`config.mk`:
```
export PLATFORM = sky130hd
export DESIGN_NAME = i2c_master_transaction_sequencer
export DESIGN_NICKNAME = d
export VERILOG_FILES = /design/src/rtl/i2cseq_pkg.sv /design/src/rtl/i2c_master_transaction_sequencer.sv
export SDC_FILE = /design/constraint.sdc
export NUM_CORES = 1
export LEC_CHECK = 0
export BUFFER_PORTS_ARGS = -buffer_cell sky130_fd_sc_hd__buf_4
export CORE_ASPECT_RATIO = 0.5
export CORE_MARGIN = 2
export CORE_UTILIZATION = 55
export DETAILED_ROUTE_END_ITERATION = 6
export PLACE_DENSITY = 0.77
export SETUP_SLACK_MARGIN = 0.02
export SYNTH_ARGS = -nofsm -noshare
export SYNTH_HDL_FRONTEND = slang
export SYNTH_SLANG_ARGS = --single-unit
```
`constraint.sdc`:
```
create_clock -name clk -period 7.05 [get_ports clk]
set_input_delay 1.7625 -clock clk [delete_from_list [all_inputs] [get_ports clk]]
set_output_delay 1.7625 -clock clk [all_outputs]
set_load 0.01 [all_outputs]
```
`src/rtl/i2cseq_pkg.sv`:
```
// ----------------------------------------------------------------------------
// i2cseq_pkg
// Shared codes and types for the I2C master transaction sequencer.
// ----------------------------------------------------------------------------
package i2cseq_pkg;

	// Operation codes of an input beat
	localparam logic [1:0] OP_BEGIN = 2'd0;
	localparam logic [1:0] OP_DONE  = 2'd1;
	localparam logic [1:0] OP_STOP  = 2'd2;
	localparam logic [1:0] OP_TICK  = 2'd3;

	// Transaction kinds
	localparam logic [1:0] KIND_WRITE     = 2'd0;
	localparam logic [1:0] KIND_REG_WRITE = 2'd1;
	localparam logic [1:0] KIND_READ      = 2'd2;
	localparam logic [1:0] KIND_REG_READ  = 2'd3;

	// Engine commands
	localparam logic [2:0] CMD_NONE  = 3'd0;
	localparam logic [2:0] CMD_START = 3'd1;
	localparam logic [2:0] CMD_SEND  = 3'd2;
	localparam logic [2:0] CMD_RACK  = 3'd3;
	localparam logic [2:0] CMD_RNACK = 3'd4;
	localparam logic [2:0] CMD_STOP  = 3'd5;
	localparam logic [2:0] CMD_RESET = 3'd6;

	// Outcomes
	localparam logic [1:0] OUT_OK      = 2'd0;
	localparam logic [1:0] OUT_TIMEOUT = 2'd1;
	localparam logic [1:0] OUT_STATUS  = 2'd2;

	// Engine status codes (prescaler bits masked off)
	localparam logic [7:0] STATUS_MASK   = 8'hF8;
	localparam logic [7:0] ST_START      = 8'h08;
	localparam logic [7:0] ST_RSTART     = 8'h10;
	localparam logic [7:0] ST_DATA_ACK   = 8'h28;
	localparam logic [7:0] ST_RECV_ACK   = 8'h50;
	localparam logic [7:0] ST_RECV_NACK  = 8'h58;
	localparam logic       ADDR_READ_BIT = 1'b1;

	// Configuration register indexes
	localparam logic [1:0] CFG_TIMEOUT      = 2'd0;
	localparam logic [1:0] CFG_IGNORE_WRERR = 2'd1;

	localparam logic [15:0] TIMEOUT_RESET = 16'd100;
	localparam logic [15:0] WAIT_MAX      = 16'hFFFF;

	typedef struct packed {
		logic [2:0] command;
		logic [7:0] send_value;
		logic [7:0] read_data;
		logic       read_valid;
		logic       finished;
		logic [1:0] outcome;
		logic [7:0] offending_status;
	} result_t;

endpackage

```
`src/rtl/i2c_master_transaction_sequencer.sv`:
```
// ----------------------------------------------------------------------------
// i2c_master_transaction_sequencer
// Sequences one I2C master transaction at a time over a byte-level engine.
// ----------------------------------------------------------------------------
// Input channel (in_valid / in_stall) carries one beat per event: begin a
// transaction, engine done, stop finished or millisecond tick. Each beat
// yields exactly one result beat on the output channel (out_valid /
// out_stall) with the engine command to issue, any received byte, the
// finish flag and outcome, and the running lockup count.
// From input acceptance to out_valid a beat passes an input register, then
// the sequencing logic and the result register. One beat is accepted every
// cycle while the output is not stalled; the phase and counters update as
// the beat moves from the input register into the result register.
// When the receiver stalls, the result register holds, the input register
// fills, and in_stall rises until the result is taken.
// The configuration channel (cfg_valid / cfg_ready, always ready) writes
// timeout_ticks (index 0) and ignore_write_errors (index 1); other indexes
// are dropped. Write it only while no transaction beat is in flight.
// Reset returns the sequencer to idle, clears all counters and loads the
// configuration defaults (timeout 100 ticks, write errors counted).
// ----------------------------------------------------------------------------
module i2c_master_transaction_sequencer #(
	parameter int COUNT_BITS = 8
) (
	input  logic        clk,
	input  logic        arst_n,
	// configuration
	input  logic        cfg_valid,
	output logic        cfg_ready,
	input  logic [1:0]  cfg_index,
	input  logic [15:0] cfg_data,
	// input channel
	input  logic        in_valid,
	output logic        in_stall,
	input  logic [1:0]  operation,
	input  logic [1:0]  kind,
	input  logic [6:0]  device_address,
	input  logic [7:0]  register_index,
	input  logic [7:0]  byte_count,
	input  logic [7:0]  engine_status,
	input  logic [7:0]  received_byte,
	input  logic [7:0]  payload_byte,
	// output channel
	output logic        out_valid,
	input  logic        out_stall,
	output logic [2:0]  command,
	output logic [7:0]  send_value,
	output logic [7:0]  read_data,
	output logic        read_valid,
	output logic        finished,
	output logic [1:0]  outcome,
	output logic [7:0]  offending_status,
	output logic [7:0]  lockups
);
	import i2cseq_pkg::*;

	localparam logic [3:0] PH_IDLE   = 4'd0;
	localparam logic [3:0] PH_START  = 4'd1;
	localparam logic [3:0] PH_ADDR_W = 4'd2;
	localparam logic [3:0] PH_REG    = 4'd3;
	localparam logic [3:0] PH_RSTART = 4'd4;
	localparam logic [3:0] PH_ADDR_R = 4'd5;
	localparam logic [3:0] PH_DATA_W = 4'd6;
	localparam logic [3:0] PH_RECV   = 4'd7;
	localparam logic [3:0] PH_STOP   = 4'd8;

	localparam int WideBits = (COUNT_BITS > 8) ? COUNT_BITS : 8;

	// configuration
	logic [15:0] timeout_q;
	logic        ignore_q;

	// sequencer state
	logic [3:0]            phase_q, phase_n;
	logic [1:0]            kind_q, kind_n;
	logic [6:0]            addr_q, addr_n;
	logic [7:0]            reg_q, reg_n;
	logic [7:0]            left_q, left_n;
	logic [15:0]           wait_q, wait_n;
	logic [COUNT_BITS-1:0] lock_q, lock_n;

	// input register
	logic       valid_s1;
	logic [1:0] op_s1;
	logic [1:0] kind_s1;
	logic [6:0] addr_s1;
	logic [7:0] reg_s1;
	logic [7:0] count_s1;
	logic [7:0] st_s1;
	logic [7:0] rx_s1;
	logic [7:0] pay_s1;

	// result register
	logic                  valid_s2;
	result_t               res_s2;
	logic [COUNT_BITS-1:0] lock_s2;

	result_t     res;
	logic        advance;
	logic        do_fail;
	logic [1:0]  fail_why;
	logic [1:0]  lock_inc;
	logic [15:0] wait_inc;
	logic [WideBits-1:0] lock_wide;

	assign advance   = valid_s1 && (!valid_s2 || !out_stall);
	assign in_stall  = valid_s1 && !advance;
	assign cfg_ready = 1'b1;

	// configuration registers
	always_ff @(posedge clk or negedge arst_n) begin
		if (!arst_n) begin
			timeout_q <= TIMEOUT_RESET;
			ignore_q  <= 1'b0;
		end else if (cfg_valid && cfg_ready) begin
			case (cfg_index)
				CFG_TIMEOUT:      timeout_q <= cfg_data;
				CFG_IGNORE_WRERR: ignore_q  <= cfg_data[0];
				default: ;
			endcase
		end
	end

	// input register
	always_ff @(posedge clk or negedge arst_n) begin
		if (!arst_n) begin
			valid_s1 <= 1'b0;
		end else if (!in_stall) begin
			valid_s1 <= in_valid;
		end
	end

	always_ff @(posedge clk) begin
		if (in_valid && !in_stall) begin
			op_s1    <= operation;
			kind_s1  <= kind;
			addr_s1  <= device_address;
			reg_s1   <= register_index;
			count_s1 <= byte_count;
			st_s1    <= engine_status & STATUS_MASK;
			rx_s1    <= received_byte;
			pay_s1   <= payload_byte;
		end
	end

	// sequencing logic
	always_comb begin
		phase_n  = phase_q;
		kind_n   = kind_q;
		addr_n   = addr_q;
		reg_n    = reg_q;
		left_n   = left_q;
		wait_n   = wait_q;
		res      = '0;
		do_fail  = 1'b0;
		fail_why = OUT_OK;
		wait_inc = (wait_q < WAIT_MAX) ? wait_q + 16'd1 : wait_q;

		case (op_s1)
			OP_BEGIN: begin
				if (phase_q == PH_IDLE) begin
					kind_n  = kind_s1;
					addr_n  = addr_s1;
					reg_n   = reg_s1;
					left_n  = (kind_s1[1] && count_s1 == 8'd0) ? 8'd1 : count_s1;
					res.command = CMD_START;
					wait_n  = '0;
					phase_n = PH_START;
				end
			end
			OP_DONE: begin
				case (phase_q)
					PH_START, PH_RSTART: begin
						if (!(st_s1 inside {ST_START, ST_RSTART})) begin
							do_fail  = 1'b1;
							fail_why = OUT_STATUS;
						end else if (phase_q == PH_RSTART || kind_q == KIND_READ) begin
							res.command    = CMD_SEND;
							res.send_value = {addr_q, ADDR_READ_BIT};
							wait_n         = '0;
							phase_n        = PH_ADDR_R;
						end else begin
							res.command    = CMD_SEND;
							res.send_value = {addr_q, 1'b0};
							wait_n         = '0;
							phase_n        = PH_ADDR_W;
						end
					end
					PH_ADDR_W, PH_REG, PH_DATA_W: begin
						// address status is not checked
						if (phase_q != PH_ADDR_W && st_s1 != ST_DATA_ACK) begin
							do_fail  = 1'b1;
							fail_why = OUT_STATUS;
						end else if (phase_q == PH_ADDR_W && kind_q != KIND_WRITE) begin
							res.command    = CMD_SEND;
							res.send_value = reg_q;
							wait_n         = '0;
							phase_n        = PH_REG;
						end else if (phase_q == PH_REG && kind_q == KIND_REG_READ) begin
							res.command = CMD_START;
							wait_n      = '0;
							phase_n     = PH_RSTART;
						end else if (left_q != 8'd0) begin
							res.command    = CMD_SEND;
							res.send_value = pay_s1;
							left_n         = left_q - 8'd1;
							wait_n         = '0;
							phase_n        = PH_DATA_W;
						end else begin
							res.command = CMD_STOP;
							wait_n      = '0;
							phase_n     = PH_STOP;
						end
					end
					PH_ADDR_R: begin
						res.command = (left_q == 8'd1) ? CMD_RNACK : CMD_RACK;
						wait_n      = '0;
						phase_n     = PH_RECV;
					end
					PH_RECV: begin
						if (st_s1 != ((left_q == 8'd1) ? ST_RECV_NACK : ST_RECV_ACK)) begin
							do_fail  = 1'b1;
							fail_why = OUT_STATUS;
						end else begin
							res.read_data  = rx_s1;
							res.read_valid = 1'b1;
							left_n         = left_q - 8'd1;
							wait_n         = '0;
							if (left_q == 8'd1) begin
								res.command = CMD_STOP;
								phase_n     = PH_STOP;
							end else begin
								// next byte is last when two remain now
								res.command = (left_q == 8'd2) ? CMD_RNACK : CMD_RACK;
								phase_n     = PH_RECV;
							end
						end
					end
					default: ;
				endcase
			end
			OP_STOP: begin
				if (phase_q == PH_STOP) begin
					res.finished = 1'b1;
					phase_n      = PH_IDLE;
					wait_n       = '0;
				end
			end
			default: begin
				if (phase_q != PH_IDLE && timeout_q != 16'd0) begin
					wait_n = wait_inc;
					if (wait_inc >= timeout_q) begin
						do_fail  = 1'b1;
						fail_why = OUT_TIMEOUT;
					end
				end
			end
		endcase

		// abort without a stop; a timeout also resets the engine
		lock_inc = 2'd0;
		if (do_fail) begin
			res.finished = 1'b1;
			res.outcome  = fail_why;
			phase_n      = PH_IDLE;
			wait_n       = '0;
			if (fail_why == OUT_TIMEOUT) begin
				res.command = CMD_RESET;
				lock_inc    = 2'd1;
			end else begin
				res.offending_status = st_s1;
			end
			if (!(kind_q == KIND_REG_WRITE && ignore_q)) begin
				lock_inc = lock_inc + 2'd1;
			end
		end
		lock_n = lock_q + COUNT_BITS'(lock_inc);
	end

	// sequencer state advances with each beat
	always_ff @(posedge clk or negedge arst_n) begin
		if (!arst_n) begin
			phase_q <= PH_IDLE;
			kind_q  <= '0;
			addr_q  <= '0;
			reg_q   <= '0;
			left_q  <= '0;
			wait_q  <= '0;
			lock_q  <= '0;
		end else if (advance) begin
			phase_q <= phase_n;
			kind_q  <= kind_n;
			addr_q  <= addr_n;
			reg_q   <= reg_n;
			left_q  <= left_n;
			wait_q  <= wait_n;
			lock_q  <= lock_n;
		end
	end

	// result register
	always_ff @(posedge clk or negedge arst_n) begin
		if (!arst_n) begin
			valid_s2 <= 1'b0;
		end else if (!valid_s2 || !out_stall) begin
			valid_s2 <= valid_s1;
		end
	end

	always_ff @(posedge clk) begin
		if (advance) begin
			res_s2  <= res;
			lock_s2 <= lock_n;
		end
	end

	assign lock_wide = WideBits'(lock_s2);

	assign out_valid        = valid_s2;
	assign command          = res_s2.command;
	assign send_value       = res_s2.send_value;
	assign read_data        = res_s2.read_data;
	assign read_valid       = res_s2.read_valid;
	assign finished         = res_s2.finished;
	assign outcome          = res_s2.outcome;
	assign offending_status = res_s2.offending_status;
	assign lockups          = lock_wide[7:0];

endmodule
```
==> metrics.cfg, run 1 <==
[status]
outcome=completed

[logic_synthesis]
yosysMostFrequentCell=nand2_1
syn-mean-instance-area_um2=11.2
syn_inst=681
synth_area_leaders=edfxtp_1 33%, dfrtp_1 23%, ha_1 4.4%
synth-warning-count=0
post-synth-top-area-cell=edfxtp_1
synth_edf_count=84
synthArstFlopShare_pct=46.2
synth_seq_cells=156
ys_seq_area_share_pct=57.0
synth_cell_types=74
syn_area_um2=7600
ys.flop_type=edfxtp_1
synth_top_area_share_pct=33.2
synthTopCellsByCount=88 x nand2_1, 84 x edfxtp_1, 69 x dfrtp_1

[worst_setup_path]
cp_cell_sequence=ha_1 -> nand2_1 -> nor3_1 -> and3_1 -> nor2_1 -> nand3_1 -> xnor2_1 -> ha_1 -> o21a_1 -> o211ai_1 -> a211oi_1 -> a211o_1 -> nand3_1 -> inv_1 -> ha_1 -> and2_1 -> ha_1 -> fa_1 -> nand3_1 -> nor2_1 -> xor2_1
worst_path_max_delay_cell=nor3_1
crit_start=wait_q[0]$_DFFE_PN0P_
endpoint_kind=flop
cp_slowest_stage_delay_ps=480
rrSetupSlack_ps=1740
crit_fanout=8
critPathRequiredTime_ps=7220
r2r_start=wait_q[0]$_DFFE_PN0P_
crit_arrival_ps=5480
crit_type=flop to flop
reg2regPathDepth=21
worst_setup_path_start_kind=flop
rr_endpoint=lockups[6]$_DFFE_PP_
crit_top_cell=ha_1

[cells_and_area]
antennaDiodeCount=0
area_growth_pct=20.1
drive_above_1_share_pct=23.7
num-nets-final=888
reg.largest.list=timeout_q (16), wait_q (16)
fin_area_um2=9130

[power]
switching_power_mw=0.788
comb_power_share_pct=20.2
power_frac_seq_pct=46.1
p_leak_nw=3.93
power_mw=2.67
ir_worst_vdd_mv=0.149
intPower_mw=1.88
power_density_nw_per_um2=292
p_clk_share_pct=33.8
swShare_pct=29.5

[drt]
ant_nets=0
post_drt_wl_per_cell_um=17.1
remaining_drc_errors=0
wl_um=16700
vias=5662
dr.pass1.iters=5
via_per_inst=5.81
drtIter0Drc=511

[hold_path]
min_path_cells=1
hold_path_class=flop to flop
min_from=addr_s1[3]$_DFFE_PP_
whs_endpoint=addr_q[3]$_DFFE_PN0P_

[timing]
hold_viol=0
hold_ws_ps=481
max_freq_mhz=188
post-route-period-util_pct=75.4
finClkSkew_ps=12.3
slew_headroom_pct=22.1
setup_viol=0
worst_slew_pin_slew_ps=1170
fin_crit_ps=5310
rsz0062_at_grt=false
fin_setup_tns_ps=0
maxSlewViolCount=0

[placed_design]
postPlaceCellArea_um2=8550
dp_hpwl_um=11600
gp_congestion=0.874
port_buffers=108

[cts]
clk_latency_ps=420
clk_pin_slew_worst_paths_ps=60
root_buffer=clkbuf_16
cts_tree=yes
clkSinkCount=156
cts_buffers=17
htree_levels=4
cts_resized=0
hold_buffers=0
cts_setup_buffers=0
clockBufferDepth=2

[floorplan]
dieHeight_um=87.1
start_util_pct=56.2
coreArea_um2=13500
die_w_um=170
rows=30
die_area_um2=14800
ios=116

[global_route]
grt_overflow=0
antenna_found_initial=0
grt_max_degree=73
grt_pass1_vias=5541
grt_use_total_pct=23.6
grt_pass1_wl_um=27000

[run]
maxCapViolCount=0

## worst max-delay path by stage
stage | to | slack [ps] | cells after the start
2_1_floorplan | lockups[6]$_DFFE_PP_ | 2390 | 23
3_3_place_gp | lockups[6]$_DFFE_PP_ | 1910 | 22
3_5_place_dp | lock_q[7]$_DFFE_PN0P_ | 1800 | 24
4_1_cts | lockups[6]$_DFFE_PP_ | 1780 | 21
5_1_grt | lock_q[7]$_DFFE_PN0P_ | 1270 | 24
6_report | lockups[6]$_DFFE_PP_ | 1740 | 21
## layout make-up
cell class / instances / area, um^2
sequential: 156 / 4330
timing repair buffer: 113 / 848
clock inverter: 13 / 139
inverter: 34 / 128
tap: 176 / 220
clock buffer: 19 / 443
fill: 1033 / 4380
multi-input combinational: 464 / 3020
## routing by layer
layer  GRT usage (%)  part of all wire, %  up-vias  wire (um)
li1                -                    -     2682          -
met1            29.6                   43     2733       7110
met2            41.9                   50      218       8340
met3            3.95                  5.7       29        955
met4            8.94                  1.8        0        298
met5               0                    0        -          0
## worst max-delay path: cells and delay by family, from the launching register on
family	cells	cell delay, ps
and+or+nand+nor	9	1970
xor gates and xnor gates	2	280
buffers and inverters	1	90
DFF	1	460
AOI/OAI and AO/OA	4	850
adders and majority gates	5	1390
## placed cells by master, fill, tap and decap left out, drive strengths merged, types with 7 or more instances in the layout
cell type | netlist | routed
xnor2 | 14 | 14
nor3 | 9 | 9
inv | 34 | 38
nand3 | 35 | 35
nand2b | 9 | 9
edfxtp | 84 | 84
xor2 | 9 | 9
nand2 | 88 | 88
buf | 9 | 113
nor2 | 35 | 35
mux2 | 20 | 20
dfrtp | 69 | 69
ha | 27 | 27
a21oi | 42 | 42
o21ai | 38 | 38
o22ai | 7 | 7
clkbuf | 20 | 19
and2 | 23 | 23
## power by group through the flow
stage | clock [mW] | sequential (mW) | combinational (mW)
6_report | 0.900 | 1.23 | 0.537
5_1_grt | 0.949 | 1.25 | 0.598
4_1_cts | 0.910 | 1.23 | 0.536
3_5_place_dp | 0 | 1.24 | 0.529
3_3_place_gp | 0 | 1.23 | 0.512
2_1_floorplan | 0 | 1.21 | 0.384
## stage by stage
| step | util (%) | instances | setup slack, ps |
|---|---|---|---|
| final | 67.6 | 975 | 1740 |
| after global routing | 67.6 | 975 | 1270 |
| after CTS | 67.6 | 975 | 1780 |
| after detailed placement | 63.2 | 943 | 1800 |
| after global placement | 63.2 | 943 | 1910 |
| after floorplan | - | 683 | 2390 |
## cells by family (layout without fill, tap and decap cells)
logic type,count (synthesis),in the layout,synth area share [%]
xor+xnor,23,23,2.65
flops,156,156,57.0
mux,25,25,3.62
simple gates,241,241,15.6
other cells,2,4,0.0988
fa+ha+maj,28,28,4.71
buf+inv,63,179,3.44
compound gates,143,143,12.9
No activity file was read; power rests on OpenSTA's default activity.
==> inputs of run 2 (changes only) <==
- clock period: 7.05 -> 4.9 ns (I/O delays scaled with it)
==> metrics.cfg, run 2 (synthesis gave the netlist of run 1 again) <==
[worst_setup_path]
worst_setup_path_start_kind=flop  ; unchanged
crit_fanout=8  ; unchanged
r2r_start=wait_q[5]$_DFFE_PN0P_  ; was wait_q[0]$_DFFE_PN0P_
rr_endpoint=lockups[6]$_DFFE_PP_  ; unchanged
crit_type=flop to flop  ; unchanged
critPathRequiredTime_ps=5060  ; was 7220 ps
reg2regPathDepth=20  ; was 21
crit_arrival_ps=4840  ; was 5480 ps
rrSetupSlack_ps=230  ; was 1740 ps
endpoint_kind=flop  ; unchanged

[timing]
setup_ws_ps=230  ; was 1740 ps
finClkSkew_ps=9.47  ; was 12.3 ps
rsz0062_at_grt=false  ; unchanged
fin_setup_tns_ps=0  ; unchanged
post-route-period-util_pct=95.3  ; was 75.4%
fin_crit_ps=4670  ; was 5310 ps
hold_viol=0  ; unchanged
maxSlewViolCount=0  ; unchanged
max_freq_mhz=214  ; was 188 MHz
slew_headroom_pct=20.0  ; was 22.1%
setup_viol=0  ; unchanged
worst_slew_pin_slew_ps=1200  ; was 1170 ps

[drt]
dr.pass1.iters=5  ; unchanged
via_per_inst=5.76  ; was 5.81
post_drt_wl_per_cell_um=17.0  ; was 17.1 um
drtIter0Drc=556  ; was 511
ant_nets=0  ; unchanged
wl_um=16700  ; about the same
vias=5672  ; was 5662
remaining_drc_errors=0  ; unchanged

[placed_design]
place_ws_ps=202  ; was 1800 ps
port_buffers=108  ; unchanged
dp_hpwl_um=11300  ; was 11600 um
dp.cells=951  ; was 943
gp_congestion=0.869  ; was 0.874

[floorplan]
coreArea_um2=13500  ; unchanged
die_area_um2=14800  ; unchanged
die_w_um=170  ; unchanged
dieHeight_um=87.1  ; unchanged
start_util_pct=56.2  ; unchanged
ios=116  ; unchanged
rows=30  ; unchanged

[cells_and_area]
num-nets-final=898  ; was 888
fin_cells=985  ; was 975
mostFrequentLayoutCell=buf_4  ; unchanged
drive_above_1_share_pct=25.7  ; was 23.7%
reg.largest.list=timeout_q (16), wait_q (16)  ; unchanged
final_cell_mix=123 x buf_4, 88 x nand2_1, 84 x edfxtp_1, 68 x dfrtp_1, 41 x a21oi_1  ; was 113 x buf_4, 88 x nand2_1, 84 x edfxtp_1, 69 x dfrtp_1, 41 x a21oi_1
antennaDiodeCount=0  ; unchanged
area_growth_pct=22.3  ; was 20.1%

[hold_path]
min_path_cells=1  ; unchanged
whs_endpoint=addr_q[0]$_DFFE_PN0P_  ; was addr_q[3]$_DFFE_PN0P_
hold_path_class=flop to flop  ; unchanged
min_from=addr_s1[0]$_DFFE_PP_  ; was addr_s1[3]$_DFFE_PP_

[cts]
cts_tree=yes  ; unchanged
clkSinkCount=156  ; unchanged
clk_latency_ps=420  ; about the same
htree_levels=4  ; unchanged
clk_pin_slew_worst_paths_ps=60  ; about the same
root_buffer=clkbuf_16  ; unchanged
cts_buffers=17  ; unchanged
hold_buffers=0  ; unchanged
clockBufferDepth=2  ; unchanged

[global_route]
grt_overflow=0  ; unchanged
antenna_found_initial=0  ; unchanged
grt_pass1_wl_um=26800  ; was 27000 um
grt_use_total_pct=23.7  ; was 23.6%
grt_pass1_vias=5468  ; was 5541
grt_max_degree=73  ; unchanged

[power]
p_leak_nw=3.99  ; was 3.93 nW
ir_worst_vdd_mv=0.193  ; was 0.149 mV
power_density_nw_per_um2=426  ; was 292 nW/um^2

[run]
maxCapViolCount=0  ; unchanged

[status]
outcome=completed  ; unchanged

run 2: area by class of cell:
cell class / instances / area, um^2
flip-flops and latches: 156 / 4330
fillers: 1002 / 4220
repair buffers: 123 / 923
inverters: 34 / 128
well taps: 176 / 220
multi-input cells: 464 / 3060
clock inverters: 13 / 198
clock buffers: 19 / 433
run 2: how the worst max path moves through the flow:
| stage | start | endpoint | slack, ps | cells after the start |
|---|---|---|---|---|
| 2_1_floorplan | wait_q[0]$_DFFE_PN0P_ | lockups[6]$_DFFE_PP_ | 240 | 23 |
| 3_3_place_gp | wait_q[5]$_DFFE_PN0P_ | lockups[6]$_DFFE_PP_ | 280 | 21 |
| 3_5_place_dp | wait_q[5]$_DFFE_PN0P_ | lockups[6]$_DFFE_PP_ | 200 | 20 |
| 4_1_cts | wait_q[1]$_DFFE_PN0P_ | lock_q[7]$_DFFE_PN0P_ | 80 | 24 |
| 5_1_grt | wait_q[5]$_DFFE_PN0P_ | lockups[6]$_DFFE_PP_ | 30 | 20 |
| 6_report | wait_q[5]$_DFFE_PN0P_ | lockups[6]$_DFFE_PP_ | 230 | 20 |
run 2: report_power, final:
| group | total (mW) | switching (mW) | internal [mW] |
|---|---|---|---|
| clock network | 1.41 | 0.511 | 0.899 |
| registers | 1.77 | 0.169 | 1.60 |
| logic | 0.784 | 0.441 | 0.343 |
run 2: timing repair:
item	in CTS	in global routing
gates resized for setup	0	12
setup buffers	0	2
setup endpoints to repair	0	9
run 2: metrics by stage:
step                      utilization, %  total power, mW  hold WS (ps)  instance area, um^2
after floorplan                        -             2.29           452                 7610
after global placement              63.7             2.51           457                 8610
after detailed placement            63.7             2.55           464                 8610
after CTS                           68.4             3.97           482                 9240
after global routing                68.8             4.15           493                 9290
final                               68.8             3.96           477                 9290
run 2: routing by layer:
metal  GRT usage (%)  vias up  wire (um)
li1                -     2693          -
met1            30.4     2742       7250
met2            40.4      210       8180
met3            4.95       27        954
met4            8.62        0        315
met5               0        -          0
run 2: critical path, cell delays in order (launching register included):
cell,delay [ps]
dfrtp_2,430
nand4_1,180
buf_4,180
nor3_2,210
and3_4,280
nor2_1,80
nand3_1,130
xnor2_1,150
ha_1,280
a211oi_2,230
o2111ai_1,170
a211o_1,410
nand3_1,200
inv_1,80
ha_1,280
and2_1,140
ha_1,200
fa_1,420
nand3_1,150
nor2_1,80
xor2_1,130
